### src/hw/rtl/lfu_page_replacement_macros.svh
// Assertion macros for the LFU page replacement block.
`ifndef LFU_PAGE_REPLACEMENT_MACROS_SVH
`define LFU_PAGE_REPLACEMENT_MACROS_SVH

// Same-cycle implication, sampled on clk and disabled while arst_n is low.
`define LFU_ASSERT_IMP(lbl, ante, cons) \
	lbl: assert property (@(posedge clk) disable iff (!arst_n) (ante) |-> (cons)) \
		else $error("lfu assertion failed");

// Next-cycle implication, sampled on clk and disabled while arst_n is low.
`define LFU_ASSERT_NXT(lbl, ante, cons) \
	lbl: assert property (@(posedge clk) disable iff (!arst_n) (ante) |=> (cons)) \
		else $error("lfu assertion failed");

`endif

### src/hw/rtl/lfu_pkg.sv
// Shared types and constants of the LFU page replacement block.
package lfu_pkg;

	localparam int CNT_W       = 16;
	localparam int FC_W        = 5;
	localparam int IN_W        = 8;
	localparam int OUT_IDX_W   = 4;
	localparam int OUT_PAGE_W  = 8;
	localparam int OUT_DATA_W  = 32;
	localparam logic [CNT_W-1:0] CNT_MAX  = '1;
	localparam logic [FC_W-1:0]  FC_RESET = 5'd16;

	typedef enum logic [1:0] {
		ST_IDLE,
		ST_SCAN,
		ST_DRAIN,
		ST_UPDATE
	} lfu_state_t;

	typedef struct packed {
		logic start;
		logic issue;
		logic commit;
	} lfu_cmd_t;

	typedef struct packed {
		logic last_issue;
		logic out_free;
	} lfu_sts_t;

endpackage

### src/hw/rtl/lfu_page_replacement.sv
// Top level of the LFU page replacement block.
// One request is taken at a time; the frames in use (N) are scanned one per cycle.
// An accepted request passes through the scan, drain and update states; the result is registered at commit,
// which waits in the update state until the output register is free; only then is the next request taken.
// Reset clears the frame valid marks, the fault total and sets the frame count to 16.
`include "lfu_page_replacement_macros.svh"

module lfu_page_replacement #(
	parameter int FRAMES    = 16,
	parameter int PAGE_BITS = 8
) (
	input  logic                           clk,
	input  logic                           arst_n,
	input  logic                           cfg_we,
	input  logic [lfu_pkg::FC_W-1:0]       cfg_wdata,
	input  logic                           s_tvalid,
	output logic                           s_tready,
	// page[7:0]
	input  logic [lfu_pkg::IN_W-1:0]       s_tdata,
	output logic                           m_tvalid,
	input  logic                           m_tready,
	// hit[0], frame_index[4:1], evicted_valid[5], evicted_page[13:6], fault_total[29:14]
	output logic [lfu_pkg::OUT_DATA_W-1:0] m_tdata
);

	lfu_pkg::lfu_cmd_t cmd;
	lfu_pkg::lfu_sts_t sts;

	lfu_ctrl u_ctrl (
		.clk      (clk),
		.arst_n   (arst_n),
		.s_tvalid (s_tvalid),
		.s_tready (s_tready),
		.sts      (sts),
		.cmd      (cmd)
	);

	lfu_dp #(
		.FRAMES    (FRAMES),
		.PAGE_BITS (PAGE_BITS)
	) u_dp (
		.clk       (clk),
		.arst_n    (arst_n),
		.cfg_we    (cfg_we),
		.cfg_wdata (cfg_wdata),
		.s_tdata   (s_tdata),
		.m_tvalid  (m_tvalid),
		.m_tready  (m_tready),
		.m_tdata   (m_tdata),
		.cmd       (cmd),
		.sts       (sts)
	);

	`LFU_ASSERT_NXT(a_one_request_at_a_time, s_tvalid && s_tready, !s_tready)
	`LFU_ASSERT_NXT(a_commit_gives_result, cmd.commit, m_tvalid)
	`LFU_ASSERT_IMP(a_no_accept_while_scanning, cmd.issue, !s_tready && !cmd.commit)

endmodule

### src/hw/rtl/lfu_ctrl.sv
// Controller state machine that sequences the frame scan and the update.
module lfu_ctrl (
	input  logic              clk,
	input  logic              arst_n,
	input  logic              s_tvalid,
	output logic              s_tready,
	input  lfu_pkg::lfu_sts_t sts,
	output lfu_pkg::lfu_cmd_t cmd
);

	lfu_pkg::lfu_state_t state_q, state_d;

	always_ff @(posedge clk or negedge arst_n) begin
		if (!arst_n) begin
			state_q <= lfu_pkg::ST_IDLE;
		end else begin
			state_q <= state_d;
		end
	end

	always_comb begin
		state_d    = state_q;
		cmd        = '0;
		s_tready   = 1'b0;
		case (state_q)
			lfu_pkg::ST_IDLE: begin
				s_tready = 1'b1;
				if (s_tvalid) begin
					cmd.start = 1'b1;
					state_d   = lfu_pkg::ST_SCAN;
				end
			end
			lfu_pkg::ST_SCAN: begin
				cmd.issue = 1'b1;
				if (sts.last_issue) begin
					state_d = lfu_pkg::ST_DRAIN;
				end
			end
			lfu_pkg::ST_DRAIN: begin
				state_d = lfu_pkg::ST_UPDATE;
			end
			lfu_pkg::ST_UPDATE: begin
				if (sts.out_free) begin
					cmd.commit = 1'b1;
					state_d    = lfu_pkg::ST_IDLE;
				end
			end
			default: begin
				state_d = lfu_pkg::ST_IDLE;
			end
		endcase
	end

endmodule

### src/hw/rtl/lfu_dp.sv
// Datapath with frame memories, scan trackers, counters and the result register.
module lfu_dp #(
	parameter int FRAMES    = 16,
	parameter int PAGE_BITS = 8
) (
	input  logic                                clk,
	input  logic                                arst_n,
	input  logic                                cfg_we,
	input  logic [lfu_pkg::FC_W-1:0]            cfg_wdata,
	input  logic [lfu_pkg::IN_W-1:0]            s_tdata,
	output logic                                m_tvalid,
	input  logic                                m_tready,
	output logic [lfu_pkg::OUT_DATA_W-1:0]      m_tdata,
	input  lfu_pkg::lfu_cmd_t                   cmd,
	output lfu_pkg::lfu_sts_t                   sts
);

	localparam int IDX_W = (FRAMES > 1) ? $clog2(FRAMES) : 1;

	logic [PAGE_BITS-1:0]         frame_page [FRAMES];
	logic [lfu_pkg::CNT_W-1:0]    use_count  [FRAMES];
	logic [FRAMES-1:0]            valid_q;

	logic [lfu_pkg::FC_W-1:0]     fc_q;
	logic [lfu_pkg::CNT_W-1:0]    fault_q;
	logic [PAGE_BITS-1:0]         page_q;
	logic [IDX_W-1:0]             scan_idx_q;
	logic [IDX_W-1:0]             last_idx;

	logic [PAGE_BITS-1:0]         rd_page_s1;
	logic [lfu_pkg::CNT_W-1:0]    rd_cnt_s1;
	logic [IDX_W-1:0]             cmp_idx_s1;
	logic                         cmp_vld_s1;

	logic                         hit_found_q;
	logic [IDX_W-1:0]             hit_idx_q;
	logic [lfu_pkg::CNT_W-1:0]    hit_cnt_q;
	logic                         empty_found_q;
	logic [IDX_W-1:0]             empty_idx_q;
	logic [lfu_pkg::CNT_W-1:0]    min_cnt_q;
	logic [IDX_W-1:0]             min_idx_q;
	logic [PAGE_BITS-1:0]         min_page_q;

	logic [PAGE_BITS+lfu_pkg::IN_W-1:0]       pg_ext;
	logic                                     cmp_valid;
	logic [IDX_W-1:0]                         slot;
	logic                                     evicted;
	logic [PAGE_BITS+lfu_pkg::OUT_PAGE_W-1:0] ev_ext;
	logic [IDX_W+lfu_pkg::OUT_IDX_W-1:0]      slot_ext;
	logic [lfu_pkg::CNT_W-1:0]                fault_next;
	logic [lfu_pkg::CNT_W-1:0]                cnt_wdata;
	logic                                     out_vld_q;
	logic [lfu_pkg::OUT_DATA_W-1:0]           out_data_q;

	assign pg_ext = {{PAGE_BITS{1'b0}}, s_tdata};

	always_comb begin
		if (fc_q == '0) begin
			last_idx = '0;
		end else if (32'(fc_q) > FRAMES) begin
			last_idx = IDX_W'(FRAMES - 1);
		end else begin
			last_idx = IDX_W'(fc_q - 5'd1);
		end
	end

	assign sts.last_issue = (scan_idx_q == last_idx);
	assign sts.out_free   = !out_vld_q || m_tready;

	always_ff @(posedge clk or negedge arst_n) begin
		if (!arst_n) begin
			fc_q <= lfu_pkg::FC_RESET;
		end else if (cfg_we) begin
			fc_q <= cfg_wdata;
		end
	end

	always_ff @(posedge clk) begin
		if (cmd.start) begin
			page_q <= pg_ext[PAGE_BITS-1:0];
		end
		if (cmd.start) begin
			scan_idx_q <= '0;
		end else if (cmd.issue) begin
			scan_idx_q <= scan_idx_q + 1'b1;
		end
	end

	// Frame memories: one scan read per cycle, one write at commit.
	always_ff @(posedge clk) begin
		if (cmd.commit) begin
			use_count[slot] <= cnt_wdata;
			if (!hit_found_q) begin
				frame_page[slot] <= page_q;
			end
		end
		rd_page_s1 <= frame_page[scan_idx_q];
		rd_cnt_s1  <= use_count[scan_idx_q];
		cmp_idx_s1 <= scan_idx_q;
	end

	always_ff @(posedge clk or negedge arst_n) begin
		if (!arst_n) begin
			cmp_vld_s1 <= 1'b0;
			valid_q    <= '0;
			fault_q    <= '0;
			out_vld_q  <= 1'b0;
		end else begin
			cmp_vld_s1 <= cmd.issue;
			if (cmd.commit) begin
				valid_q[slot] <= 1'b1;
				fault_q       <= fault_next;
				out_vld_q     <= 1'b1;
			end else if (m_tready) begin
				out_vld_q <= 1'b0;
			end
		end
	end

	assign cmp_valid = valid_q[cmp_idx_s1];

	// Scan trackers: first match, first empty frame, least count with lowest index.
	always_ff @(posedge clk) begin
		if (cmd.start) begin
			hit_found_q   <= 1'b0;
			empty_found_q <= 1'b0;
		end else if (cmp_vld_s1) begin
			if (!hit_found_q && cmp_valid && (rd_page_s1 == page_q)) begin
				hit_found_q <= 1'b1;
				hit_idx_q   <= cmp_idx_s1;
				hit_cnt_q   <= rd_cnt_s1;
			end
			if (!empty_found_q && !cmp_valid) begin
				empty_found_q <= 1'b1;
				empty_idx_q   <= cmp_idx_s1;
			end
			if ((cmp_idx_s1 == '0) || (rd_cnt_s1 < min_cnt_q)) begin
				min_cnt_q  <= rd_cnt_s1;
				min_idx_q  <= cmp_idx_s1;
				min_page_q <= rd_page_s1;
			end
		end
	end

	always_comb begin
		evicted   = 1'b0;
		cnt_wdata = {{(lfu_pkg::CNT_W-1){1'b0}}, 1'b1};
		if (hit_found_q) begin
			slot = hit_idx_q;
			if (hit_cnt_q != lfu_pkg::CNT_MAX) begin
				cnt_wdata = hit_cnt_q + 1'b1;
			end else begin
				cnt_wdata = hit_cnt_q;
			end
		end else if (empty_found_q) begin
			slot = empty_idx_q;
		end else begin
			slot    = min_idx_q;
			evicted = 1'b1;
		end
		if (!hit_found_q && (fault_q != lfu_pkg::CNT_MAX)) begin
			fault_next = fault_q + 1'b1;
		end else begin
			fault_next = fault_q;
		end
	end

	assign ev_ext   = {{lfu_pkg::OUT_PAGE_W{1'b0}}, (evicted ? min_page_q : '0)};
	assign slot_ext = {{lfu_pkg::OUT_IDX_W{1'b0}}, slot};

	always_ff @(posedge clk) begin
		if (cmd.commit) begin
			out_data_q <= {2'b00, fault_next, ev_ext[lfu_pkg::OUT_PAGE_W-1:0], evicted,
				slot_ext[lfu_pkg::OUT_IDX_W-1:0], hit_found_q};
		end
	end

	assign m_tvalid = out_vld_q;
	assign m_tdata  = out_data_q;

endmodule

### config.mk
export PLATFORM = sky130hd
export DESIGN_NAME = lfu_page_replacement
export DESIGN_NICKNAME = d
export VERILOG_FILES = /design/src/hw/rtl/lfu_pkg.sv /design/src/hw/rtl/lfu_page_replacement.sv /design/src/hw/rtl/lfu_ctrl.sv /design/src/hw/rtl/lfu_dp.sv
export VERILOG_INCLUDE_DIRS = /design/src /design/src/hw/rtl
export SDC_FILE = /design/constraint.sdc
export NUM_CORES = 1
export LEC_CHECK = 0
export ABC_AREA = 1
export BUFFER_PORTS_ARGS = -buffer_cell sky130_fd_sc_hd__buf_2
export CAP_MARGIN = 0
export CORE_ASPECT_RATIO = 0.9
export CORE_MARGIN = 4
export CORE_UTILIZATION = 60
export DETAILED_ROUTE_END_ITERATION = 8
export GPL_ROUTABILITY_DRIVEN = 0
export GPL_TIMING_DRIVEN = 0
export PLACE_DENSITY_LB_ADDON = 0.15
export REMOVE_ABC_BUFFERS = 1
export SYNTH_ARGS = -nofsm -noshare
export SYNTH_HDL_FRONTEND = slang
export SYNTH_SLANG_ARGS = --single-unit
### constraint.sdc
create_clock -name clk -period 8.4 [get_ports clk]
set_clock_uncertainty 0.05 [all_clocks]
set_input_delay 0 -clock clk [delete_from_list [all_inputs] [get_ports clk]]
set_output_delay 0 -clock clk [all_outputs]
set_load 0.01 [all_outputs]
==> summary.md <==
| Metric | Value |
|---|---|
| Outcome | finished clean |
| Critical path startpoint category | flop |
| Setup Buffers After CTS | 0 |
| Post-synth top area cell | edfxtp_1 |
| Post-route ant nets | 0 |
| Post-synth EDFFs | 474 |
| Final Hold Vio Count | 0 |
| PortBufs | 49 |
| RSZ-0062 raised after global routing | no |
| Fin util | 68.9% |
| Row cnt | 66 |
| Post-DP HPWL | 28500 µm |
| R2R Path Start | u_dp.hit_found_q |
| Worst-path clk slew | 60 ps |
| Clock H-tree levels | 2 |
| Final worst-path cycle share | 51.0% |
| DRT iter0 DRCs | 1547 |
| Kind of critical path | flop to flop |
| CP arrival | 4420 ps |
| Ant diodes | 0 |
| Pin count of the biggest net entering global routing | 132 |
| CTS Sinks | 549 |
| CP Capture Type | flop |
| CP Max Fanout | 21 |
| Core area | 0.0362 mm² |
| Avg WL per Cell | 20.9 µm |
| Slew HR | 8.02% |
| Worst r2r path cells | 8 |
| Final Critical Period | 4290 ps |
| Initial Utilization | 60.8% |
| DRT Wirelength | 48500 µm |
| Crit path required time | 8540 ps |
| Top post-synthesis cells by count | edfxtp_1, nor2_1, o21ai_0 |
| # DRC | 0 |
| Die height | 190 µm |
| Synth Register Bits | 549 |
| Top Layer Used | met4 |
| Setup violators final | 0 |
| CTS resizes | 0 |
| Power per cell area | 325 mW/mm² |
| Area growth, synth to finish | 13.3% |
| Layout net count | 1843 |
| Gate Count Post-Synth | 1741 |
| Overall Global Routing Usage | 24.2% |
| DR pass1 iterations | 6 |
| Fin. max-slew vios | 0 |
| Area of the mapped netlist | 0.0220 mm² |
| Total of max-cap violations | 0 |
| Seq/Total Area, Yosys | 72.5% |
| CTS Buffer Depth | 3 |
| Number of global-route vias before repair | 13400 |
| I/O pin cnt | 52 |
| DR vias/cell | 5.97 |
| Inst Count DP | 2197 |
| Max Freq | 233 MHz |
| Antenna violations before repair | 0 |
| Worst hold path class | input port to asynchronous set/reset pin |
| WL met2 | 22900 µm |
| Die Area | 0.0398 mm² |
| Total power | 8110 µW |
| Worst VDD drop | 0.000223 V |
| Cts hold-fix bufs | 26 |
| Synth Warn # | 0 |
| Flop-to-flop setup slack | 4110 ps |
| GR Overflow Total | 0 |
| Finished Layout Cells | 2319 |
| Share of cells above drive strength 1 | 11.7% |
| Via count | 13846 |
| Die width | 210 µm |
| Metal3 WL | 3700 µm |
| Worst slew pin tran | 1380 ps |
| Num CTS Buffers | 52 |
| Cell variety after synth | 42 |
| Hold_ws | 81.5 ps |
| Met1 Wirelength | 20600 µm |
| FF-to-FF End | u_dp.frame_page[15][7] |
| Mean Syn Cell Area | 12.6 µm² |
| Asr flop ratio synth | 7.47% |
| Clk root buf | clkbuf_16 |
| Synth Flop Type | edfxtp_1 |
| First-pass GRT wire length | 75100 µm |
| Share of the synthesized area in the top cell type | 64.7% |
| Pleak | 0.00888 µW |
| Most frequent cell after synthesis | edfxtp_1 |
| CTS tree | yes |
| Worst skew pair latency | 570 ps |
| Top cells by area, synth | edfxtp_1, o21ai_0, dfrtp_1 |
## worst max-delay path by stage
| stage | depth (start not counted) | startpoint | slack, ps | endpoint |
|---|---|---|---|---|
| after floorplan | 5 | u_dp.scan_idx_q[0] | 2140 | u_dp.rd_cnt_s1[2] |
| after global placement | 5 | u_dp.scan_idx_q[0] | -2780 | u_dp.rd_page_s1[2] |
| after detailed placement | 8 | u_dp.hit_found_q | 3660 | u_dp.frame_page[15][2] |
| after CTS | 8 | u_dp.hit_found_q | 3660 | u_dp.frame_page[15][2] |
| after global routing | 8 | u_dp.hit_found_q | 3880 | u_dp.frame_page[15][7] |
| final | 8 | u_dp.hit_found_q | 4110 | u_dp.frame_page[15][7] |
## cell families (layout without fill, tap and decap cells)
| kind of cell | count (synthesis) | after routing | synth area share (%) |
|---|---|---|---|
| AND/OR/NAND/NOR | 539 | 539 | 10.4 |
| adder cells (fa/ha/maj) | 23 | 23 | 1.31 |
| flip-flops | 549 | 549 | 72.5 |
| other | 1 | 2 | 0.0171 |
| XOR/XNOR | 24 | 24 | 1.06 |
| AO/OA/AOI/OAI | 388 | 388 | 10.7 |
| buffers and inverters | 217 | 318 | 4.03 |
## per-layer routing
metal	vias to the layer above	track usage [%]
li1	6431	-
met1	6765	34.9
met2	546	39.0
met3	104	3.61
met4	0	7.68
met5	-	0
## flip-flops by register name (all words and copies together), names as in the netlist, 16 cells and up
name,count
u_dp.frame_page,128
u_dp.min_cnt_q,16
u_dp.hit_cnt_q,16
u_dp.fault_q,16
u_dp.rd_cnt_s1,16
u_dp.use_count,256
u_dp.m_tdata,30
u_dp.valid_q,16
## report_power, final
part	internal [µW]	switching [µW]
Clock	1370	950
Sequential	3410	322
Combinational	678	1380
## placed cells by master (no fill, tap or decap), types with 6 or more instances in the layout
cell	n
inv_1	100
nor2_2	19
dfrtp_1	40
o211ai_1	21
nor2_1	246
nor3_1	17
o21ai_0	213
xor2_1	16
nand3_1	69
clkinv_1	6
ha_1	23
nor3_2	8
dlygate4sd3_1	26
buf_2	49
clkbuf_8	7
dfxtp_1	30
clkbuf_1	20
a21oi_1	22
nand2_1	148
o221ai_1	83
buf_8	12
edfxtp_1	474
inv_2	19
o21ai_1	21
o21ai_2	6
nand4_1	10
clkbuf_16	53
o22ai_1	14
or2_1	12
buf_16	8
## stage by stage
stage,instance area [µm²],TNS [ps],worst slack [ps]
6_report,24900,0,4110
4_1_cts,24900,0,3660
3_3_place_gp,22400,-72160,-2780
5_1_grt,24900,0,3880
3_5_place_dp,22900,0,3660
2_1_floorplan,21600,0,2140
## area by class of cell
cell class	count	area, µm²
sequential	549	16000
fill	2434	11300
multi-input combinational	976	5240
clock buffer	80	1500
timing repair buffer	100	968
tap	476	596
inverter	123	472
clock inverter	15	194
## worst max-delay path: stages, from the launching register on
cell	delay, ps
dfxtp_1	920
inv_2	510
o21ai_2	460
inv_2	100
nor2_1	190
nand2_1	170
nor2_4	680
inv_2	70
nor2_1	740
(Power assumes the default switching activity.)
